`config.mk`:
```
export PLATFORM = sky130hd
export DESIGN_NAME = led_matrix_pixel_scanner_core
export DESIGN_NICKNAME = d
export VERILOG_FILES = /design/src/rtl/lmps_pkg.sv /design/src/rtl/led_matrix_pixel_scanner_core.sv /design/src/rtl/lmps_image.sv /design/src/rtl/lmps_scan.sv
export VERILOG_INCLUDE_DIRS = /design/src /design/src/rtl
export SDC_FILE = /design/constraint.sdc
export NUM_CORES = 1
export LEC_CHECK = 0
export ABC_AREA = 1
export BUFFER_PORTS_ARGS = -buffer_cell sky130_fd_sc_hd__clkbuf_2
export CAP_MARGIN = 0
export CORE_UTILIZATION = 65
export CTS_BUF_LIST = sky130_fd_sc_hd__clkbuf_8 sky130_fd_sc_hd__clkbuf_16
export CTS_CLUSTER_SIZE = 12
export DETAILED_ROUTE_END_ITERATION = 10
export PLACE_DENSITY_LB_ADDON = 0.1
export SLEW_MARGIN = 20
export SYNTH_ARGS = -nofsm -noshare
export SYNTH_HDL_FRONTEND = slang
export SYNTH_SLANG_ARGS = --single-unit
```
`constraint.sdc`:
```
create_clock -name clk -period 9 [get_ports clk]
set_input_delay 2.7 -clock clk [delete_from_list [all_inputs] [get_ports clk]]
set_output_delay 2.7 -clock clk [all_outputs]
set_load 0.05 [all_outputs]
```
`src/rtl/led_matrix_pixel_scanner_core_defines.svh`:
```
// Assertion macros shared by the LED matrix pixel scanner modules.
`ifndef LED_MATRIX_PIXEL_SCANNER_CORE_DEFINES_SVH
`define LED_MATRIX_PIXEL_SCANNER_CORE_DEFINES_SVH

// Same-cycle implication, checked on every rising edge outside reset.
`define LMPS_ASSERT_NOW(label, ante, cons) \
  label: assert property (@(posedge clk) disable iff (rst) (ante) |-> (cons)) \
    else $error("lmps check failed in the same cycle");

// Next-cycle implication, checked on every rising edge outside reset.
`define LMPS_ASSERT_NEXT(label, ante, cons) \
  label: assert property (@(posedge clk) disable iff (rst) (ante) |=> (cons)) \
    else $error("lmps check failed one cycle later");

`endif

```
`src/rtl/lmps_pkg.sv`:
```
// Package with the beat types, function codes and scan map of the pixel scanner.
`default_nettype none
package lmps_pkg;

  // Function codes carried in the func field.
  localparam logic [2:0] FUNC_TICK  = 3'd0;
  localparam logic [2:0] FUNC_WRITE = 3'd1;
  localparam logic [2:0] FUNC_SET   = 3'd2;
  localparam logic [2:0] FUNC_CLEAR = 3'd3;
  localparam logic [2:0] FUNC_LOAD  = 3'd4;
  localparam logic [2:0] FUNC_READ  = 3'd5;

  // Image and drive matrix geometry.
  localparam int PixCount = 25;
  localparam int MatCols  = 9;
  localparam int MapSize  = 27;

  // Image pixel shown at each drive matrix position, row-major 3 x 9.
  localparam logic [4:0] SCAN_MAP [0:MapSize-1] = '{
    5'd0,  5'd2,  5'd4,  5'd19, 5'd18, 5'd17, 5'd16, 5'd15, 5'd11,
    5'd14, 5'd10, 5'd12, 5'd1,  5'd3,  5'd23, 5'd21, 5'd0,  5'd0,
    5'd22, 5'd24, 5'd20, 5'd5,  5'd6,  5'd7,  5'd8,  5'd9,  5'd13
  };

  // One input beat.
  typedef struct packed {
    logic [2:0]  func;
    logic [2:0]  pixel_col;
    logic [2:0]  pixel_row;
    logic        pixel_on;
    logic [4:0]  pixel_number;
    logic [24:0] image_word;
  } req_t;

  // One result beat.
  typedef struct packed {
    logic       drive_active;
    logic [1:0] drive_row;
    logic [3:0] drive_col;
    logic       pixel_value;
    logic       display_running;
  } rsp_t;

  // Operation handed to the state modules when an item is executed.
  typedef struct packed {
    logic       fire;
    logic [2:0] func;
  } op_t;

  // Drive outputs produced by the scan unit.
  typedef struct packed {
    logic       active;
    logic [1:0] row;
    logic [3:0] col;
  } drive_t;

  // Image pixel at a matrix position; positions outside the map show pixel 0.
  function automatic logic [4:0] scan_pixel(input logic [1:0] row, input logic [3:0] col);
    logic [5:0] pos;
    pos = 6'({4'd0, row} * 6'(MatCols)) + {2'd0, col};
    if (pos < 6'(MapSize)) begin
      return SCAN_MAP[pos[4:0]];
    end
    return 5'd0;
  endfunction

  // One-hot mask for a pixel index, empty when the index is off the image.
  function automatic logic [24:0] pix_mask(input logic [5:0] idx);
    if (idx < 6'(PixCount)) begin
      return 25'd1 << idx;
    end
    return '0;
  endfunction

endpackage
`default_nettype wire

```
`src/rtl/led_matrix_pixel_scanner_core.sv`:
```
// An accepted beat is held in the input register, then its result in the result register.
// Throughput: one item per cycle when not stalled; update and map lookup fit in one stage.
// Both registers move together, so a stalled result holds the input beat behind it.
// Reset (rst, synchronous): image cleared, scan at matrix row 0 column 0, pipeline empty.
// Top level of the LED matrix pixel scanner.
`default_nettype none
module led_matrix_pixel_scanner_core (
  input  logic            clk,
  input  logic            rst,
  input  logic            req_valid,
  output logic            req_stall,
  input  lmps_pkg::req_t  req,
  output logic            rsp_valid,
  input  logic            rsp_stall,
  output lmps_pkg::rsp_t  rsp
);

  logic             held_valid;
  lmps_pkg::req_t   held;
  logic             out_free;
  lmps_pkg::op_t    op;
  logic [24:0]      image;
  logic             pixel_value;
  logic             running_next;
  lmps_pkg::drive_t drive;
  lmps_pkg::rsp_t   rsp_next;

  // The result register is free when empty or being taken this cycle.
  assign out_free  = !rsp_valid || !rsp_stall;
  assign req_stall = held_valid && !out_free;
  assign op.fire   = held_valid && out_free;
  assign op.func   = held.func;

  // Input register.
  always_ff @(posedge clk) begin
    if (rst) begin
      held_valid <= 1'b0;
    end else if (!req_stall) begin
      held_valid <= req_valid;
    end
  end

  always_ff @(posedge clk) begin
    if (!req_stall && req_valid) begin
      held <= req;
    end
  end

  lmps_image u_image (
    .clk          (clk),
    .rst          (rst),
    .op           (op),
    .item         (held),
    .image        (image),
    .pixel_value  (pixel_value),
    .running_next (running_next)
  );

  lmps_scan u_scan (
    .clk   (clk),
    .rst   (rst),
    .op    (op),
    .image (image),
    .drive (drive)
  );

  // Result beat assembly.
  always_comb begin
    rsp_next.drive_active    = drive.active;
    rsp_next.drive_row       = drive.row;
    rsp_next.drive_col       = drive.col;
    rsp_next.pixel_value     = pixel_value;
    rsp_next.display_running = running_next;
  end

  // Result register.
  always_ff @(posedge clk) begin
    if (rst) begin
      rsp_valid <= 1'b0;
    end else if (out_free) begin
      rsp_valid <= held_valid;
    end
  end

  always_ff @(posedge clk) begin
    if (op.fire) begin
      rsp <= rsp_next;
    end
  end

`include "led_matrix_pixel_scanner_core_defines.svh"

  `LMPS_ASSERT_NOW(a_drive_needs_image, rsp_valid && rsp.drive_active, rsp.display_running)
  `LMPS_ASSERT_NOW(a_drive_on_matrix, rsp_valid && rsp.drive_active,
                   (rsp.drive_col <= 4'd8) && !(rsp.drive_row == 2'd1 && rsp.drive_col > 4'd6))
  `LMPS_ASSERT_NOW(a_read_not_drive, rsp_valid && rsp.pixel_value, !rsp.drive_active)

endmodule
`default_nettype wire

```
`src/rtl/lmps_image.sv`:
```
// Image register of the pixel scanner with its pixel write, load and read logic.
`default_nettype none
module lmps_image (
  input  logic               clk,
  input  logic               rst,
  input  lmps_pkg::op_t      op,
  input  lmps_pkg::req_t     item,
  output logic [24:0]        image,
  output logic               pixel_value,
  output logic               running_next
);

  logic [24:0] image_next;
  logic [5:0]  lin;
  logic [24:0] lin_mask;
  logic [24:0] num_mask;

  // Linear pixel index from image column and row.
  assign lin      = 6'({3'd0, item.pixel_row} * 6'd5) + {3'd0, item.pixel_col};
  assign lin_mask = lmps_pkg::pix_mask(lin);
  assign num_mask = lmps_pkg::pix_mask({1'b0, item.pixel_number});

  // Image update for the executed function.
  always_comb begin
    image_next = image;
    case (op.func)
      lmps_pkg::FUNC_WRITE: begin
        image_next = item.pixel_on ? (image | lin_mask) : (image & ~lin_mask);
      end
      lmps_pkg::FUNC_SET:   image_next = image | num_mask;
      lmps_pkg::FUNC_CLEAR: image_next = image & ~num_mask;
      lmps_pkg::FUNC_LOAD:  image_next = item.image_word;
      default:              image_next = image;
    endcase
  end

  // Read-back and running flag seen by the result beat.
  assign pixel_value  = (op.func == lmps_pkg::FUNC_READ) && (|(image & lin_mask));
  assign running_next = |image_next;

  // The image changes only when an item executes.
  always_ff @(posedge clk) begin
    if (rst) begin
      image <= '0;
    end else if (op.fire) begin
      image <= image_next;
    end
  end

endmodule
`default_nettype wire

```
`src/rtl/lmps_scan.sv`:
```
// Scan position register and matrix lookup of the pixel scanner.
`default_nettype none
module lmps_scan (
  input  logic                clk,
  input  logic                rst,
  input  lmps_pkg::op_t       op,
  input  logic [24:0]         image,
  output lmps_pkg::drive_t    drive
);

  logic [1:0] scan_row;
  logic [3:0] scan_col;
  logic [1:0] scan_row_next;
  logic [3:0] scan_col_next;
  logic       advance;
  logic       row_end;
  logic [4:0] pix;
  logic       lit;

  // Ticks only move the scan while the image shows something.
  assign advance = op.fire && (op.func == lmps_pkg::FUNC_TICK) && (|image);

  // Next scan position: short middle row, wrap after the last column and row.
  assign row_end = ((scan_row == 2'd1) && (scan_col == 4'd6)) || (scan_col >= 4'd8) ||
                   (scan_row == 2'd3);
  always_comb begin
    if (row_end) begin
      scan_row_next = (scan_row >= 2'd2) ? 2'd0 : scan_row + 2'd1;
      scan_col_next = 4'd0;
    end else begin
      scan_row_next = scan_row;
      scan_col_next = scan_col + 4'd1;
    end
  end

  // Pixel shown at the new position and whether it is lit.
  assign pix = lmps_pkg::scan_pixel(scan_row_next, scan_col_next);
  assign lit = image[pix];

  // Drive outputs, all zero unless a lit pixel is shown.
  always_comb begin
    drive.active = advance && lit;
    drive.row    = drive.active ? scan_row_next : 2'd0;
    drive.col    = drive.active ? scan_col_next : 4'd0;
  end

  always_ff @(posedge clk) begin
    if (rst) begin
      scan_row <= 2'd0;
      scan_col <= 4'd0;
    end else if (advance) begin
      scan_row <= scan_row_next;
      scan_col <= scan_col_next;
    end
  end

`include "led_matrix_pixel_scanner_core_defines.svh"

  `LMPS_ASSERT_NOW(a_scan_row_range, 1'b1, scan_row <= 2'd2)
  `LMPS_ASSERT_NOW(a_scan_short_row, scan_row == 2'd1, scan_col <= 4'd6)
  `LMPS_ASSERT_NEXT(a_scan_hold, !advance, $stable(scan_row) && $stable(scan_col))

endmodule
`default_nettype wire
```
==> flow_summary.ini <==
[placed_design]
dp_hpwl_um = 12500
post-place-ws_ns = 3.036
placedInstanceArea_mm2 = 0.006177
numPortBuffers = 54
place.gp.congestion = 1.109

[final_layout]
drive_gt1_share_pct = 10.09
fill_cells = 742
syn_to_final_growth_pct = 8.307
fin_nets = 965
post-route-util_pct = 72.79
antennaDiodeCount = 0
post-route-cell-area_mm2 = 0.006379

[logic_synthesis]
yosys.area.top_type = edfxtp_1
synth_area_leaders = edfxtp_1 (25%), nand2_1 (13%), dfxtp_1 (11%)
synth_nets = 929
synth_async_sr_flop_share_pct = 0
ys.warnings.count = 0
ys_seq_area_share_pct = 36.20
synth_edf_count = 49
synth_cell_types = 41
syn_area_mm2 = 0.005889
synth_ff_type = edfxtp_1
syn_avg_cell_area_um2 = 6.840
synth_top_area_share_pct = 24.98
synth_cells = 861
synth-seq-cells = 82

[min_path]
whs_path_depth = 2
min_path_type = flop to flop
holdCritStartpoint = rsp_valid$_SDFFE_PP0N_
hold_end = rsp_valid$_SDFFE_PP0N_

[power]
p_per_area_mw_per_mm2 = 150.1
cellLeakagePower_nw = 2.951
vdd.ir_drop.worst_mv = 0.1175
power_mw = 0.9572

[detailed_routing]
wl_met2_um = 7499
ant_nets = 0
first_pass_iters = 7
drt-met1-wl_um = 6727
wl_met3_um = 2210
drt_first_iter_violations = 909
wirelength_um = 17230
drc = 0
post_drt_via_cell_ratio = 6.247
highest_layer = met4
drt-wirelength-per-cell_um = 17.05
num_vias = 6309

[global_routing]
grtUsageTotal_pct = 37.37
grt-ovfl-total = 0
grt_start_max_net_pins = 61
antenna_found_initial = 0
grt_pass1_vias = 5771
grt_pass1_wl_um = 28000

[critical_path]
cp_cell_sequence = clkbuf_2 > nand2_1 > nor2_1 > clkbuf_2
r2r_end = rsp[3]$_SDFFCE_PN0P_
crit-reg2reg-launch = u_scan.scan_col[0]$_SDFFE_PP0P_
required_ns = 6.30
startpoint_type = input pin
max_stage_delay_ns = 0.30
crit_path_start = rsp_stall
reg2reg_setup_slack_ns = 4.45
crit_path_max_fanout = 3
critPathSlowestCell = clkbuf_2
worstPathArrival_ns = 3.27
cp-end-kind = output pin
crit_top_cell = clkbuf_2
r2r_cells = 24
critPathKind = input pin to output pin

[clocking]
post-cts-setup-buffer-count = 0
ctsLongestPathBuffers = 2
cts_tree = done
cts_buffers = 9
cts_root_buffer = clkbuf_8
clock_sinks = 82
cts_resized = 0
cts.hold.buffers_added = 0
clk_latency_ns = 0.37
clk_pin_slew_worst_paths_ns = 0.10
htree_levels = 3

[sta]
slew_violations = 0
rsz0062_at_grt = false
finalSetupTns_ns = 0
final-setup-viol-count = 0
fin_crit_ns = 5.970
finalClockSkew_ns = 0.01995
tightestPinTransition_ns = 1.001
relSlewSlack_pct = 33.09
post-route-period-util_pct = 66.34
fmax_ghz = 0.1675
hold_viol_final = 0
worst_slack_ns = 3.030

[floorplanning]
dieArea_mm2 = 0.009445
start_util_pct = 67.20
num_io_pins = 55
die-width_um = 97.19
die_height_um = 97.19
core-area_mm2 = 0.008763
rows = 34

[outcome]
status = complete, no violations

[job]
drv_cap = 0
cell usage after synthesis (4+ instances only):
library cell  number
nand2_1          209
nand3_1          106
inv_1            105
nor2_1            89
o21ai_0           62
edfxtp_1          49
a21oi_1           45
dfxtp_1           33
o211ai_1          26
ha_1              22
clkbuf_1          17
nor3_1            16
buf_2             14
nand4_1           14
nand2_2            7
nor4_1             5
o22ai_1            5
a31oi_1            4
clkinv_1           4
through the flow:
step	hold slack [ns]	std cells
final	0.5118	1010
after global routing	0.5563	1010
after CTS	0.5149	1009
after detailed placement	0.4859	993
after global placement	0.4799	993
after floorplan	0.4500	861
worst max path at each step:
stage | end | cells after the start
global route | req_stall | 4
CTS | req_stall | 4
floorplan | req_stall | 2
detailed placement | req_stall | 4
finish | req_stall | 4
global placement | req_stall | 4
registers in the layout, summed over array words and instances, names as in the netlist:
signal / count
u_scan.scan_row: 2
rsp_valid: 1
rsp: 9
held_valid: 1
u_scan.scan_col: 4
u_image.image: 25
held: 40
worst max-delay path: cells and delay by family:
kind                   cells  cell delay (ns)
buffers and inverters      2             0.37
and+or+nand+nor            2             0.20
layout by cell type, fill, tap and decap left out, types with 3 or more instances in the layout:
master    Yosys  layout
nand2_1     209     209
nand3_1     106     106
inv_1       105     105
nor2_1       89      88
o21ai_0      62      62
clkbuf_2      0      54
edfxtp_1     49      49
a21oi_1      45      45
dfxtp_1      33      33
o211ai_1     26      26
ha_1         22      22
nor3_1       16      15
nand4_1      14      14
clkbuf_8      0       9
nand2_2       7       7
nor4_1        5       5
o22ai_1       5       5
clkinv_1      4       4
a31oi_1       4       4
a22o_1        3       3
inv_6         0       3
buf_4         1       3
power by group:
group | switching [mW] | total [mW] | internal [mW]
sequential | 0.0234 | 0.444 | 0.421
combinational | 0.180 | 0.256 | 0.0759
clock | 0.152 | 0.257 | 0.105
metal layers:
layer	up-vias	global-route usage, %
met5	-	0
met4	0	15.27
met3	87	9.281
met2	414	58.88
met1	2836	49.27
li1	2972	-
final cells by class:
| cell class | count | area (um2) | area share [%] |
|---|---|---|---|
| Multi-Input combinational cell | 636 | 3204 | 50.24 |
| Sequential cell | 82 | 2132 | 33.42 |
| Inverter | 110 | 412.9 | 6.473 |
| Timing Repair Buffer | 58 | 312.8 | 4.904 |
| Tap cell | 108 | 135.1 | 2.118 |
| Clock buffer | 9 | 123.9 | 1.942 |
| Clock inverter | 7 | 57.56 | 0.9023 |
logic make-up after synthesis:
logic type / share of synthesized area [%]
buffers and inverters: 9.603
AOI/OAI and AO/OA: 15.38
adders and majority gates: 5.354
xor gates and xnor gates: 0.2975
and+or+nand+nor: 33.16
DFF: 36.20
Note: power is estimated with default switching activity, not from simulation.
